`config.mk`:
```
export PLATFORM = sky130hd
export DESIGN_NAME = sorted_priority_queue_flat
export DESIGN_NICKNAME = d
export VERILOG_FILES = /design/src/sv/spq_pkg.sv /design/src/sv/spq_req_if.sv /design/src/sv/spq_res_if.sv /design/src/sv/sorted_priority_queue.sv /design/src/sv/spq_cell.sv /design/src/flat_wrapper.sv
export SDC_FILE = /design/constraint.sdc
export NUM_CORES = 1
export LEC_CHECK = 0
export ABC_AREA = 1
export BUFFER_PORTS_ARGS = -buffer_cell sky130_fd_sc_hd__buf_2
export CAP_MARGIN = 20
export CELL_PAD_IN_SITES_DETAIL_PLACEMENT = 0
export CELL_PAD_IN_SITES_GLOBAL_PLACEMENT = 2
export CORE_UTILIZATION = 36
export CTS_CLUSTER_DIAMETER = 80
export DETAILED_ROUTE_END_ITERATION = 10
export PLACE_DENSITY = 0.88
export SETUP_SLACK_MARGIN = 0.02
export SYNTH_ARGS = -nofsm -noshare
export SYNTH_HDL_FRONTEND = slang
export SYNTH_SLANG_ARGS = --single-unit
```
`constraint.sdc`:
```
create_clock -name clk -period 4.6 [get_ports clk]
set_input_delay 0.92 -clock clk [delete_from_list [all_inputs] [get_ports clk]]
set_output_delay 0.92 -clock clk [all_outputs]
set_load 0.02 [all_outputs]
```
`src/sv/spq_pkg.sv`:
```
// Shared types and codes for the sorted priority queue.
// No dependencies; compiled first.
`default_nettype none

package spq_pkg;

  // Field widths fixed by the item format
  localparam int IdWidth     = 16;
  localparam int PrioWidth   = 8;
  localparam int FillWidth   = 5;
  localparam int DefaultDepth = 16;

  // Request kinds
  typedef enum logic {
    REQ_INSERT = 1'b0,
    REQ_REMOVE = 1'b1
  } req_kind_t;

  // Result status codes
  typedef enum logic [1:0] {
    ST_INSERTED = 2'd0,
    ST_FULL     = 2'd1,
    ST_REMOVED  = 2'd2,
    ST_EMPTY    = 2'd3
  } status_t;

  // Command broadcast to every cell of the chain
  typedef struct packed {
    logic                 ins;
    logic                 rem;
    logic [IdWidth-1:0]   id;
    logic [PrioWidth-1:0] prio;
  } cmd_t;

endpackage

`default_nettype wire

```
`src/sv/spq_req_if.sv`:
```
// Request channel: valid/ready handshake with insert/remove payload.
// Depends on nothing but fixed field widths.
`default_nettype none

interface spq_req_if;
  logic        valid;
  logic        ready;
  logic        req_type;
  logic [15:0] item_id;
  logic [7:0]  priority_req;

  modport source (output valid, req_type, item_id, priority_req, input ready);
  modport sink   (input valid, req_type, item_id, priority_req, output ready);
endinterface

`default_nettype wire

```
`src/sv/spq_res_if.sv`:
```
// Result channel: valid/ready handshake with status, served id and fill count.
// Depends on nothing but fixed field widths.
`default_nettype none

interface spq_res_if;
  logic        valid;
  logic        ready;
  logic [1:0]  status;
  logic [15:0] served_id;
  logic [4:0]  fill_count;

  modport source (output valid, status, served_id, fill_count, input ready);
  modport sink   (input valid, status, served_id, fill_count, output ready);
endinterface

`default_nettype wire

```
`src/sv/sorted_priority_queue.sv`:
```
// Bounded priority queue built as a chain of shifting cells.
// Depends on spq_pkg, spq_req_if, spq_res_if and spq_cell.
//
// Usage:
//   req (sink): req_type 0 inserts {item_id, priority_req}, 1 removes the head.
//   res (source): one result item per request: status, served_id, fill_count.
//   Entries are kept highest priority first; equal priorities leave in
//   arrival order. Insert on a full queue returns status full and stores
//   nothing; remove on an empty queue returns status empty.
// Timing:
//   Every cell compares against the new priority and moves in the same
//   cycle, so a request is finished in the cycle it is accepted. Its result
//   appears in the output register on the next cycle, and one
//   request per cycle is taken while results are drained.
//   The depth of the compare is one cell; the fill count update sets the path.
// Reset (rst, synchronous): queue empty, no result pending. Slot contents are
//   not cleared; only slots below the fill count are ever read.
// Stall: while a result waits with res.ready low, req.ready is low; the
//   result holds until taken.
`default_nettype none

module sorted_priority_queue import spq_pkg::*; #(
  parameter int DEPTH = DefaultDepth
) (
  input  wire logic clk,
  input  wire logic rst,
  spq_req_if.sink   req,
  spq_res_if.source res
);

  localparam int CW = $clog2(DEPTH + 1);

  logic [CW-1:0]        count;
  logic [CW-1:0]        count_next;
  logic                 accept;
  logic                 is_full;
  logic                 is_empty;
  cmd_t                 cmd;
  status_t              status_next;
  logic [IdWidth-1:0]   id_next;
  logic [CW+FillWidth-1:0] fill_wide;

  logic [IdWidth-1:0]   cell_id   [DEPTH];
  logic [PrioWidth-1:0] cell_prio [DEPTH];
  logic                 cell_lt   [DEPTH];

  // Handshake: take a request whenever the output register is free or draining
  assign req.ready = !res.valid || res.ready;
  assign accept    = req.valid && req.ready;

  assign is_full  = count == CW'(DEPTH);
  assign is_empty = count == '0;

  // Command broadcast to the chain
  always_comb begin
    cmd.ins  = accept && (req_kind_t'(req.req_type) == REQ_INSERT) && !is_full;
    cmd.rem  = accept && (req_kind_t'(req.req_type) == REQ_REMOVE) && !is_empty;
    cmd.id   = req.item_id;
    cmd.prio = req.priority_req;
  end

  // Cell chain
  for (genvar i = 0; i < DEPTH; i++) begin : g_cell
    logic [IdWidth-1:0]   l_id;
    logic [PrioWidth-1:0] l_prio;
    logic                 l_lt;
    logic [IdWidth-1:0]   r_id;
    logic [PrioWidth-1:0] r_prio;

    if (i == 0) begin : g_head
      assign l_id   = '0;
      assign l_prio = '0;
      assign l_lt   = 1'b0;
    end else begin : g_mid
      assign l_id   = cell_id[i-1];
      assign l_prio = cell_prio[i-1];
      assign l_lt   = cell_lt[i-1];
    end

    if (i == DEPTH - 1) begin : g_tail
      assign r_id   = cell_id[i];
      assign r_prio = cell_prio[i];
    end else begin : g_body
      assign r_id   = cell_id[i+1];
      assign r_prio = cell_prio[i+1];
    end

    spq_cell #(
      .CW  (CW),
      .IDX (i)
    ) u_cell (
      .clk        (clk),
      .cmd        (cmd),
      .count      (count),
      .left_id    (l_id),
      .left_prio  (l_prio),
      .left_lt    (l_lt),
      .right_id   (r_id),
      .right_prio (r_prio),
      .slot_id    (cell_id[i]),
      .slot_prio  (cell_prio[i]),
      .lt         (cell_lt[i])
    );
  end

  // Fill count and result of the current request
  always_comb begin
    count_next  = count;
    status_next = ST_INSERTED;
    id_next     = '0;
    if (req_kind_t'(req.req_type) == REQ_INSERT) begin
      if (is_full) begin
        status_next = ST_FULL;
      end else begin
        count_next = count + CW'(1);
      end
    end else begin
      if (is_empty) begin
        status_next = ST_EMPTY;
      end else begin
        status_next = ST_REMOVED;
        id_next     = cell_id[0];
        count_next  = count - CW'(1);
      end
    end
  end

  // Fill count field carries the low bits of the entry count
  assign fill_wide = {{FillWidth{1'b0}}, count_next};

  // Control registers
  always_ff @(posedge clk) begin
    if (rst) begin
      count     <= '0;
      res.valid <= 1'b0;
    end else begin
      if (accept) begin
        count     <= count_next;
        res.valid <= 1'b1;
      end else if (res.ready) begin
        res.valid <= 1'b0;
      end
    end
  end

  // Result payload register
  always_ff @(posedge clk) begin
    if (accept) begin
      res.status     <= status_next;
      res.served_id  <= id_next;
      res.fill_count <= fill_wide[FillWidth-1:0];
    end
  end

`ifndef SYNTH
  a_count_bound: assert property (@(posedge clk) disable iff (rst)
    count <= CW'(DEPTH))
    else $error("entry count above depth");

  a_insert_grows: assert property (@(posedge clk) disable iff (rst)
    cmd.ins |=> count == $past(count) + CW'(1))
    else $error("insert did not grow the queue");

  a_empty_remove: assert property (@(posedge clk) disable iff (rst)
    (accept && (req_kind_t'(req.req_type) == REQ_REMOVE) && is_empty) |=>
      (res.status == ST_EMPTY && res.served_id == '0))
    else $error("remove on empty queue gave wrong result");

  a_empty_fill: assert property (@(posedge clk) disable iff (rst)
    (res.valid && res.status == ST_EMPTY) |-> res.fill_count == '0)
    else $error("empty status with nonzero fill count");
`endif

endmodule

`default_nettype wire

```
`src/sv/spq_cell.sv`:
```
// One slot of the sorted chain: holds an id and a priority, shifts with neighbours.
// Depends on spq_pkg.
`default_nettype none

module spq_cell import spq_pkg::*; #(
  parameter int CW  = 5,
  parameter int IDX = 0
) (
  input  wire logic                 clk,
  input  wire cmd_t                 cmd,
  input  wire logic [CW-1:0]        count,
  input  wire logic [IdWidth-1:0]   left_id,
  input  wire logic [PrioWidth-1:0] left_prio,
  input  wire logic                 left_lt,
  input  wire logic [IdWidth-1:0]   right_id,
  input  wire logic [PrioWidth-1:0] right_prio,
  output logic      [IdWidth-1:0]   slot_id,
  output logic      [PrioWidth-1:0] slot_prio,
  output logic                      lt
);

  logic occupied;
  logic at_tail;

  // Slot is live below the fill count; the tail slot is the first free one
  assign occupied = CW'(IDX) < count;
  assign at_tail  = CW'(IDX) == count;

  // Strictly lower priority than the incoming entry: this slot moves back
  assign lt = occupied && (slot_prio < cmd.prio);

  // Insert: take from the left when it moves back, else open the gap here.
  // Remove: take from the right.
  always_ff @(posedge clk) begin
    if (cmd.ins) begin
      if (left_lt) begin
        slot_id   <= left_id;
        slot_prio <= left_prio;
      end else if (lt || at_tail) begin
        slot_id   <= cmd.id;
        slot_prio <= cmd.prio;
      end
    end else if (cmd.rem) begin
      slot_id   <= right_id;
      slot_prio <= right_prio;
    end
  end

endmodule

`default_nettype wire

```
`src/flat_wrapper.sv`:
```
// flat-port wrapper written by rule: the top's interface ports become plain ports
module sorted_priority_queue_flat import spq_pkg::*;
#(
  parameter int DEPTH = DefaultDepth
)
  (clk, rst, req_valid, req_req_type, req_item_id, req_priority_req, req_ready, res_valid, res_status, res_served_id, res_fill_count, res_ready);
  spq_req_if req_i ();
  spq_res_if res_i ();
  input  wire logic clk;
  input  wire logic rst;
  input wire logic [$bits(req_i.valid)-1:0] req_valid;
  input wire logic [$bits(req_i.req_type)-1:0] req_req_type;
  input wire logic [$bits(req_i.item_id)-1:0] req_item_id;
  input wire logic [$bits(req_i.priority_req)-1:0] req_priority_req;
  output wire logic [$bits(req_i.ready)-1:0] req_ready;
  output wire logic [$bits(res_i.valid)-1:0] res_valid;
  output wire logic [$bits(res_i.status)-1:0] res_status;
  output wire logic [$bits(res_i.served_id)-1:0] res_served_id;
  output wire logic [$bits(res_i.fill_count)-1:0] res_fill_count;
  input wire logic [$bits(res_i.ready)-1:0] res_ready;
  assign req_i.valid = req_valid;
  assign req_i.req_type = req_req_type;
  assign req_i.item_id = req_item_id;
  assign req_i.priority_req = req_priority_req;
  assign req_ready = req_i.ready;
  assign res_valid = res_i.valid;
  assign res_status = res_i.status;
  assign res_served_id = res_i.served_id;
  assign res_fill_count = res_i.fill_count;
  assign res_i.ready = res_ready;
  sorted_priority_queue #(.DEPTH(DEPTH)) u_core (.clk(clk), .rst(rst), .req(req_i), .res(res_i));
endmodule
```
# Yosys cells after proc, flatten, opt, wreduce, memory -nomap -nowiden
# Cells that the tools add are included.
# classes
n_addsub,2
mul,0
div_mod_pow,0
order_cmp,32
n_eq_ne,31
shifts,0
n_mux,130
bitwise_logic,1
n_reduce_logical,62
# ops
op,count
$mux W16,61
$mux W8,61
$lt A8 B8 Y1,16
$ne A3 B3 Y1 const B,14
$eq A4 B5 Y1 const A,8
$lt A4 B5 Y1 const A,8
$reduce_and A2 Y1,16
$logic_and A1 B1 Y1,21
$eq A3 B5 Y1 const A,4
$lt A3 B5 Y1 const A,4
$logic_or A1 B1 Y1,17
$mux W5,3
$eq A2 B5 Y1 const A,2
$lt A1 B5 Y1 const A,2
$lt A2 B5 Y1 const A,2
$reduce_bool A2 Y1,3
$add A5 B1 Y5 const B,1
$eq A1 B5 Y1 const A,1
$eq A5 B5 Y1 const B,1
$logic_not A5 Y1,1
$sub A5 B1 Y5 const B,1
$mux W1,4
$logic_not A1 Y1,3
$mux W2,1
other kinds (3),3
# word_totals
register_bits,413
latch_bits,0
ram_bits,0
romBits,0
output_inout_bits,25
word_cells,295
memories,0

# Depth between registers and ports, before layout
# Gate-level depths: netlist (run 1).
# logic_depth
ltp_word,7
mapped_depth,13

# By module
# From an unflattened synthesis (run 1), not the netlist that was laid out.
# unflattened
cells_unflattened,2966
hier_area_um2,25620.8
# by_module_without_submodules
mod,instances,cells_per_inst,area_each_um2,seq_area_each_um2
spq_cell at u_core.g_cell[13].u_cell,1,176,1699.1,720.7
spq_cell at u_core.g_cell[3].u_cell,1,178,1611.5,720.7
spq_cell at u_core.g_cell[6].u_cell,1,180,1565.3,720.7
spq_cell at u_core.g_cell[2].u_cell,1,178,1551.5,720.7
spq_cell at u_core.g_cell[4].u_cell,1,178,1550.2,720.7
spq_cell at u_core.g_cell[0].u_cell,1,176,1541.5,720.7
spq_cell at u_core.g_cell[14].u_cell,1,177,1505.2,720.7
sorted_priority_queue,1,142,1490.2,810.8
spq_cell at u_core.g_cell[11].u_cell,1,176,1488.9,720.7
spq_cell at u_core.g_cell[10].u_cell,1,181,1487.7,720.7
spq_cell at u_core.g_cell[8].u_cell,1,174,1475.2,720.7
spq_cell at u_core.g_cell[9].u_cell,1,178,1467.7,720.7
spq_cell at u_core.g_cell[12].u_cell,1,176,1460.2,720.7
spq_cell at u_core.g_cell[5].u_cell,1,176,1437.6,720.7
+3 rows,n/a,n/a,n/a,n/a

# Worst setup path after synthesis (run 1)
# Ideal clock, no wire load.
# synth_timing
path_kind,input to register
start,in req_priority_req[7]
end,"reg u_core.g_cell[0].u_cell.slot_id[0], enable pin"
setup_ns,0.438
arrival_time_ns,4.318
path_slack_ns,-0.157
cell_stages,8
cell_sequence,inv_1 clkbuf_1 ha_1 a21oi_1 o21ai_0 nor2_2 a21oi_1 o21ai_0
# synth_between
elab_chain_len,5
# synth_rtl
element,line,source
from (decl),flat_wrapper.sv:14,input wire logic [$bits(req_i.priority_req)-1:0] req_priority_req;
$lt A8 B8 Y1,spq_cell.sv:30,assign lt = occupied && (slot_prio < cmd.prio);
$logic_and A1 B1 Y1,spq_cell.sv:30,
$logic_or A1 B1 Y1,spq_cell.sv:39,end else if (lt || at_tail) begin
$ne A2 B2 Y1 (no source line),n/a,
$reduce_and A2 Y1 (no source line),n/a,
to (signal assigned),spq_cell.sv:37,slot_id <= left_id;
to (signal assigned),spq_cell.sv:40,slot_id <= cmd.id;
to (signal assigned),spq_cell.sv:44,slot_id <= right_id;
to (decl),spq_cell.sv:17,"output logic [IdWidth-1:0] slot_id,"
# Every way passes these cells.
# A chain may end at the register's enable or synchronous reset.

# Worst setup path after layout (run 1)
# layout_timing
start,reg u_core.count[0]
end,"reg u_core.g_cell[1].u_cell.slot_id[13], data pin"
# layout_between
elab_chain_len,4
# layout_rtl
element,line,source
from (decl),sorted_priority_queue.sv:33,logic [CW-1:0] count;
from (signal assigned),sorted_priority_queue.sv:138,count <= count_next;
$lt A1 B5 Y1 / $eq A5 B5 Y1 (equally long branches),"spq_cell.sv:26, sorted_priority_queue.sv:51",
$logic_and A1 B1 Y1 / $logic_not A1 Y1 (equally long branches),"spq_cell.sv:30, sorted_priority_queue.sv:56",
$mux W16 / $logic_and A1 B1 Y1 (equally long branches),"spq_cell.sv:36, sorted_priority_queue.sv:56",
$mux W16 (*),spq_cell.sv:35,if (cmd.ins) begin
to (signal assigned),spq_cell.sv:37,
to (signal assigned),spq_cell.sv:40,
to (signal assigned),spq_cell.sv:44,
to (decl),spq_cell.sv:17,
# Every way passes the cells marked *; elsewhere a longest branch is shown, timed or not.

==> run metrics, run 1 <==
CTS buffer count=49; initial antenna violation count=1; vias in the first global route=between 20,000 and 25,000; Lkg Pwr=0.0127 µW; gr ovfl total=0; Bufs on Longest Clock Path=3; Synth cell types=31; Routed WL per cell=21.6 µm; clock sinks=413; initial DRC count=1,996; Mapped Cells=3,107; # setup viols final=0; Clk pin slew, worst setup/hold paths=around 60 ps; layout cells sized above 1=0.0796; clock period minus worst slack=3510 ps; Die Span X=269 µm; worst path bufs/invs=3; Sequential Power Share=0.440; Area Growth Syn to Fin=10.6%; setup repair after global routing missed its margin=no; port buffer count=53; period utilization=0.764; worst slew pin tran=around 1200 ps; DR DRC count=0; CP endpoint kind=flip-flop; Final Max Slew Viols=0; ordered cell list for the critical path=inv_2 > ha_1 > a31oi_4 > and2_4 > buf_12 > buf_12 > nand3_1 > nand2_1; status=complete, no violations; Worst Skew=23.3 ps; Synthesis Warnings=0; CP arrival=3980 ps; drt pass-1 iters=6; fillers=7,159; core area=slightly above 70,000 µm²; CP max FO=143; Clock Latency Late Sink=610 ps; cell family with most CP delay=buffers and inverters; # resized after CTS=0; Core Util, Final=0.404; GPL Wtd Cong=just under 0.9; RR Startpoint=u_core.count[0]; initial core utilization=0.366; CP peak stage delay=630 ps; vias=22,100; Slowest-stage cell, CP=dfxtp_1; Final Hold Fails=0; first-pass GRT wire length=133,000 µm; CTS tree=yes; io pins=54; Die Y=269 µm; Post CTS Setup Buffer Count=0; critical path class=flip-flop to flip-flop; syn avg cell area=8.28 µm²; HPWL after detailed placement=roughly 60,000 µm; syn nets=3,253; WP data required=between 5000 and 6000 ps; worst hold path class=flip-flop to flip-flop; worst setup path startpoint=u_core.count[0]; Seq/Total Area, Yosys=0.480; FMAX=285 MHz; max capacitance violation total=0; total global-route track usage=0.237; Internal Power=7760 µW; maximum VDD drop=0.000247 V; synthesized area=25,700 µm²; Crit path top cell by count=buf_12; H-tree level count=2; Switch Pwr=3660 µW; clock root cell=clkbuf_16; setup slack after layout=1090 ps; DR vias/cell=5.43; Hold Buf Count CTS=0; row count=97; setup TNS=0 ps; largest net degree at the start of global routing=172; pre-CTS WS=623 ps; CP Launch Type=flip-flop; min-delay src=u_core.g_cell[15].u_cell.slot_id[13]; max_slew headroom=0.183; PwrDens=401 nW/µm²; Sw Share=0.320; Comb pwr share=0.222; Seq cells post-synth=413; fin nets=around 3,200; Antenna Nets Post-Route=0; Clock Power Share=0.338; die area=72,600 µm²; Routed WL=87,800 µm
==> synthesized netlist by cell type <==
master	count	area, µm²
buf_1	2	7.51
clkinv_1	2	7.51
nand2_2	11	68.8
nand2_4	2	22.5
a21oi_1	69	345
o21ai_0	25	125
and2_1	1	6.26
nand2_1	1276	4790
buf_4	7	52.6
a31oi_4	1	21.3
buf_6	29	327
buf_2	96	480
xnor2_1	1	8.76
ha_1	117	1460
nor2_4	7	78.8
nand3b_1	260	1950
inv_2	10	37.5
o21ai_1	12	60.1
nor2_1	69	259
xor2_1	1	8.76
clkbuf_1	70	263
dfxtp_1	6	120
a21o_1	3	22.5
nor2_2	8	50.1
nor3_4	3	48.8
o21bai_1	4	30.0
inv_1	158	593
nand4_1	5	31.3
nand3_1	444	2220
o21a_1	1	7.51
edfxtp_1	407	12200
==> registers in the layout (all words and copies together) (netlist names) <==
register / cells
u_core.count: 5
u_core.res.served_id: 16
u_core.g_cell.u_cell.slot_prio: 128
u_core.res.fill_count: 5
u_core.g_cell.u_cell.slot_id: 256
u_core.res.valid: 1
u_core.res.status: 2
==> kinds of logic (layout without fill, tap and decap cells) <==
group,after synthesis,count (layout),share of synthesized area
AOI/OAI and AO/OA,115,115,0.0238
xor gates and xnor gates,2,2,0.000681
and+or+nand+nor,2086,2086,0.370
other,0,1,0
DFF,413,413,0.480
adders and majority gates,117,117,0.0569
buffers and inverters,374,397,0.0687
==> power groups by stage <==
| stage | sequential [µW] | combinational, µW | clock (µW) |
|---|---|---|---|
| 6_report | 5020 | 2530 | 3860 |
| 2_1_floorplan | 4950 | 1790 | 0 |
| 5_1_grt | 5050 | 2820 | 4050 |
| 4_1_cts | 5010 | 2520 | 3920 |
| 3_3_place_gp | 5080 | 2440 | 0 |
| 3_5_place_dp | 5080 | 2510 | 0 |
==> through the flow <==
step	instances	hold WS, ps	instance area [µm²]	power (µW)
3_3_place_gp	3975	510	26700	7520
6_report	4071	527	28500	11400
4_1_cts	4067	527	28400	11400
3_5_place_dp	3978	510	26800	7590
5_1_grt	4070	555	28500	11900
2_1_floorplan	3107	495	25700	6740
==> layout make-up <==
class,count,area (µm²),area share
antenna,1,2.50,0.0000879
clock buffer,59,1310,0.0459
clock inverter,30,246,0.00866
inverter,170,646,0.0227
multi-input combinational,2320,11600,0.409
sequential,413,12300,0.434
tap,940,1180,0.0413
timing repair buffer,138,1110,0.0390
==> tightest hold or removal path: cells and delay by family, from the launching register on <==
family           cells  cell delay, ps
and+or+nand+nor      2             110
DFF                  1             320
==> layout by cell type, fill, tap and decap left out, drive strengths merged <==
master    count
nand4         5
buf         138
nand3b      260
o21ai        37
clkbuf       59
a21o          3
o21bai        4
xor2          1
xnor2         1
nand2      1289
diode         1
bufinv        4
nand3       444
a31oi         1
o21a          1
ha          117
nor3          3
clkinvlp      4
a21oi        69
inv         169
dfxtp         6
clkinv       23
and2          1
edfxtp      407
nor2         84
==> per-layer routing <==
metal / vias to the layer above / share of wire / track usage
met2: 766 / 0.47 / 0.391
met5: - / 0 / 0
met4: 0 / 0.036 / 0.0836
li1: 10400 / - / -
met1: 10800 / 0.43 / 0.318
met3: 161 / 0.061 / 0.0316
==> worst paths after layout <==
kind	depth (start not counted)	slack, ps	to
worst max-delay path	8	1090	u_core.g_cell[1].u_cell.slot_id[13]
worst min-delay path	2	530	u_core.g_cell[14].u_cell.slot_id[13]
worst max register to register	8	1090	u_core.g_cell[1].u_cell.slot_id[13]
worst min register to register	2	530	u_core.g_cell[14].u_cell.slot_id[13]
Power figures use the tool's default switching activity.
==> run 2: changes to the inputs <==
- CORE_UTILIZATION: 36 -> 39
- PLACE_DENSITY: 0.88 -> 0.9
- clock period: 4.6 -> 3.35 ns (I/O delays scaled with it)
==> run 2 against run 1 <==
Compared with the run above:
- power rose by 41%
- sequential share of layout area fell by 0.24 points
- global-route usage up 1.9 points
- register-to-register slack lost 400 ps
- critical endpoint is now u_core.g_cell[0].u_cell.slot_id[12]
- die area down 7.6%
- flip-flop and latch count unchanged
- clock-buffer cell count up 2
- fmax grew 32%
- cell count decreased by 1.5%
- via count up 0.67%
- clock skew up 10 ps
- sequential power increased by 37%
==> run metrics, run 2 (synthesis results as in run 1) <==
status=complete, no violations; core area=64,800 µm² (-7.9%); Worst Skew=33.4 ps (+10.1 ps); gr ovfl total=0 (unchanged); Layout Cells excl Fill=4,008 (-1.5%); largest registers=u_core.g_cell.u_cell.slot_id: 256 flops, u_core.g_cell.u_cell.slot_prio: 128 flops, u_core.res.served_id: 16 flops; port buffer count=53 (unchanged); CTS buffer count=49 (unchanged); commonest non-fill, non-tap cell in the layout=nand2_1; worst path bufs/invs=3 (unchanged); ordered cell list for the critical path=inv_2 > ha_1 > nand2_1 > nor2_1 > nor2_4 > nand2_1 > buf_4 > o21ai_2 > buf_4; CP arrival=2980 ps (-1000 ps); Hold Buf Count CTS=0 (unchanged); commonest cells after routing, fill and taps aside=nand2_1 (1,276), nand3_1 (444), edfxtp_1 (407), nand3b_1 (260), inv_1 (158); DR vias/cell=5.56 (+2.3%); fillers=6,426 (-10%); Core Util, Final=0.442 (+0.0373); total global-route track usage=0.256 (+0.0190); CP max FO=24 (-83%); first-pass GRT wire length=131,000 µm (-1.2%); # resized after CTS=0 (unchanged); Die Y=259 µm (-3.9%); Post CTS Setup Buffer Count=0 (unchanged); GPL Wtd Cong=0.867 (-1.4%); Ant. Diodes=0 (-1); period utilization=0.795 (+0.0311); Clock Latency Late Sink=610 ps (about the same); initial antenna violation count=1 (unchanged); FF/Latch Area=12,300 µm² (unchanged); PwrDens=561 nW/µm² (+40%); worst slew pin tran=1160 ps (-64.5 ps); initial DRC count=2,052 (+2.8%); DR DRC count=0 (unchanged); setup repair after global routing missed its margin=no; WP data required=3660 ps (-1400 ps); CTS tree=yes; Area Growth Syn to Fin=11.2%; CP Launch Type=flip-flop; cell family with most CP delay=simple AND/OR/NAND/NOR gates; # setup viols final=0 (unchanged); clock root cell=clkbuf_16; Routed WL=86,700 µm (-1.2%); setup TNS=0 ps (unchanged); clock period minus worst slack=2660 ps (-851 ps); H-tree level count=2 (unchanged); Bufs on Longest Clock Path=3 (unchanged); max_slew headroom=0.225 (+0.0421); max capacitance violation total=0 (unchanged); Lkg Pwr=0.0128 µW (+1.1%); largest reg by FF count=u_core.g_cell.u_cell.slot_id; Die Span X=259 µm (-3.9%); FMAX=375 MHz (+32%); initial core utilization=0.397 (+0.0315); cell total after placement=3,917 (-1.5%); largest net degree at the start of global routing=84 (-51%); max reg flops=256 (unchanged); vias=22,300 (+0.67%); worst hold path class=input pin to flip-flop; CP endpoint kind=flip-flop; clock sinks=413 (unchanged); io pins=54 (unchanged); drt pass-1 iters=6 (unchanged); die area=67,000 µm² (-7.6%); Slowest-stage cell, CP=nor2_1; multi-input logic area=11,600 µm² (unchanged); layout cells sized above 1=0.0869 (+0.00735); fin nets=3,259 (+0.65%); Antenna Nets Post-Route=0 (unchanged); row count=93 (-4.1%); CP peak stage delay=390 ps (-240 ps); Clk pin slew, worst setup/hold paths=60 ps (about the same); Final Hold Fails=0 (unchanged); maximum VDD drop=0.000354 V (+43%); Final Max Slew Viols=0 (unchanged); critical path class=flip-flop to flip-flop; vias in the first global route=21,900 (+1.6%); Routed WL per cell=21.6 µm (+0.32%); HPWL after detailed placement=58,700 µm (-1.8%)
[run 2: cell types whose count changed in the layout (fill, tap and decap cells not counted)]
| cell | change |
|---|---|
| inv_8 | +1 |
| buf_16 | -6 |
| bufinv_16 | +4 |
| clkbuf_1 | +3 |
| clkinv_1 | -5 |
| inv_6 | -1 |
| clkbuf_16 | -1 |
| buf_4 | +17 |
| buf_12 | +10 |
| clkinvlp_4 | -1 |
| diode_2 | -1 |
| clkinv_8 | +1 |
| clkinv_4 | +1 |
[run 2: final cells by class]
class	count	area share
flip-flops and latches	413	0.431
multi-input cells	2320	0.406
clock buffers	61	0.0452
repair buffers	159	0.0445
well taps	855	0.0374
inverters	170	0.0226
clock inverters	30	0.0129
[run 2: routing by layer]
layer	wire length [µm]	global-route usage	up-vias
met1	36300	0.334	10900
met2	42000	0.432	814
met5	0	0	-
li1	-	-	10400
met4	2590	0.0810	0
met3	5900	0.0406	152
[run 2: where the power goes]
| group | internal (µW) | switching (µW) |
|---|---|---|
| Sequential | 6490 | 384 |
| Combinational | 1140 | 2390 |
| Clock | 3360 | 2290 |
[run 2: path summary, 6_finish.rpt]
kind,from,end,slack (ps),cells past startpoint
setup / recovery,u_core.count[0],u_core.g_cell[0].u_cell.slot_id[12],690,9
hold / removal,rst,u_core.res.valid,340,2
setup reg to reg,u_core.count[0],u_core.g_cell[0].u_cell.slot_id[12],690,9
hold reg to reg,u_core.g_cell[15].u_cell.slot_id[15],u_core.g_cell[14].u_cell.slot_id[15],520,2
[run 2: worst register-to-register path, delay by kind of cell, from the launching register on]
kind / cells / cell delay (ps)
AO/OA/AOI/OAI: 1 / 70
adder cells (fa/ha/maj): 1 / 320
buffers and inverters: 3 / 680
flip-flops: 1 / 320
AND/OR/NAND/NOR: 4 / 980
[run 2: through the flow]
step / area [µm²] / hold WS, ps / worst slack [ps] / total power [µW]
2_1_floorplan: 25700 / 495 / 99.1 / 9250
3_3_place_gp: 27000 / 512 / 500 / 10400
3_5_place_dp: 27000 / 516 / 441 / 10500
4_1_cts: 28600 / 312 / 727 / 16100
5_1_grt: 28600 / 343 / 569 / 16700
6_report: 28600 / 345 / 687 / 16100
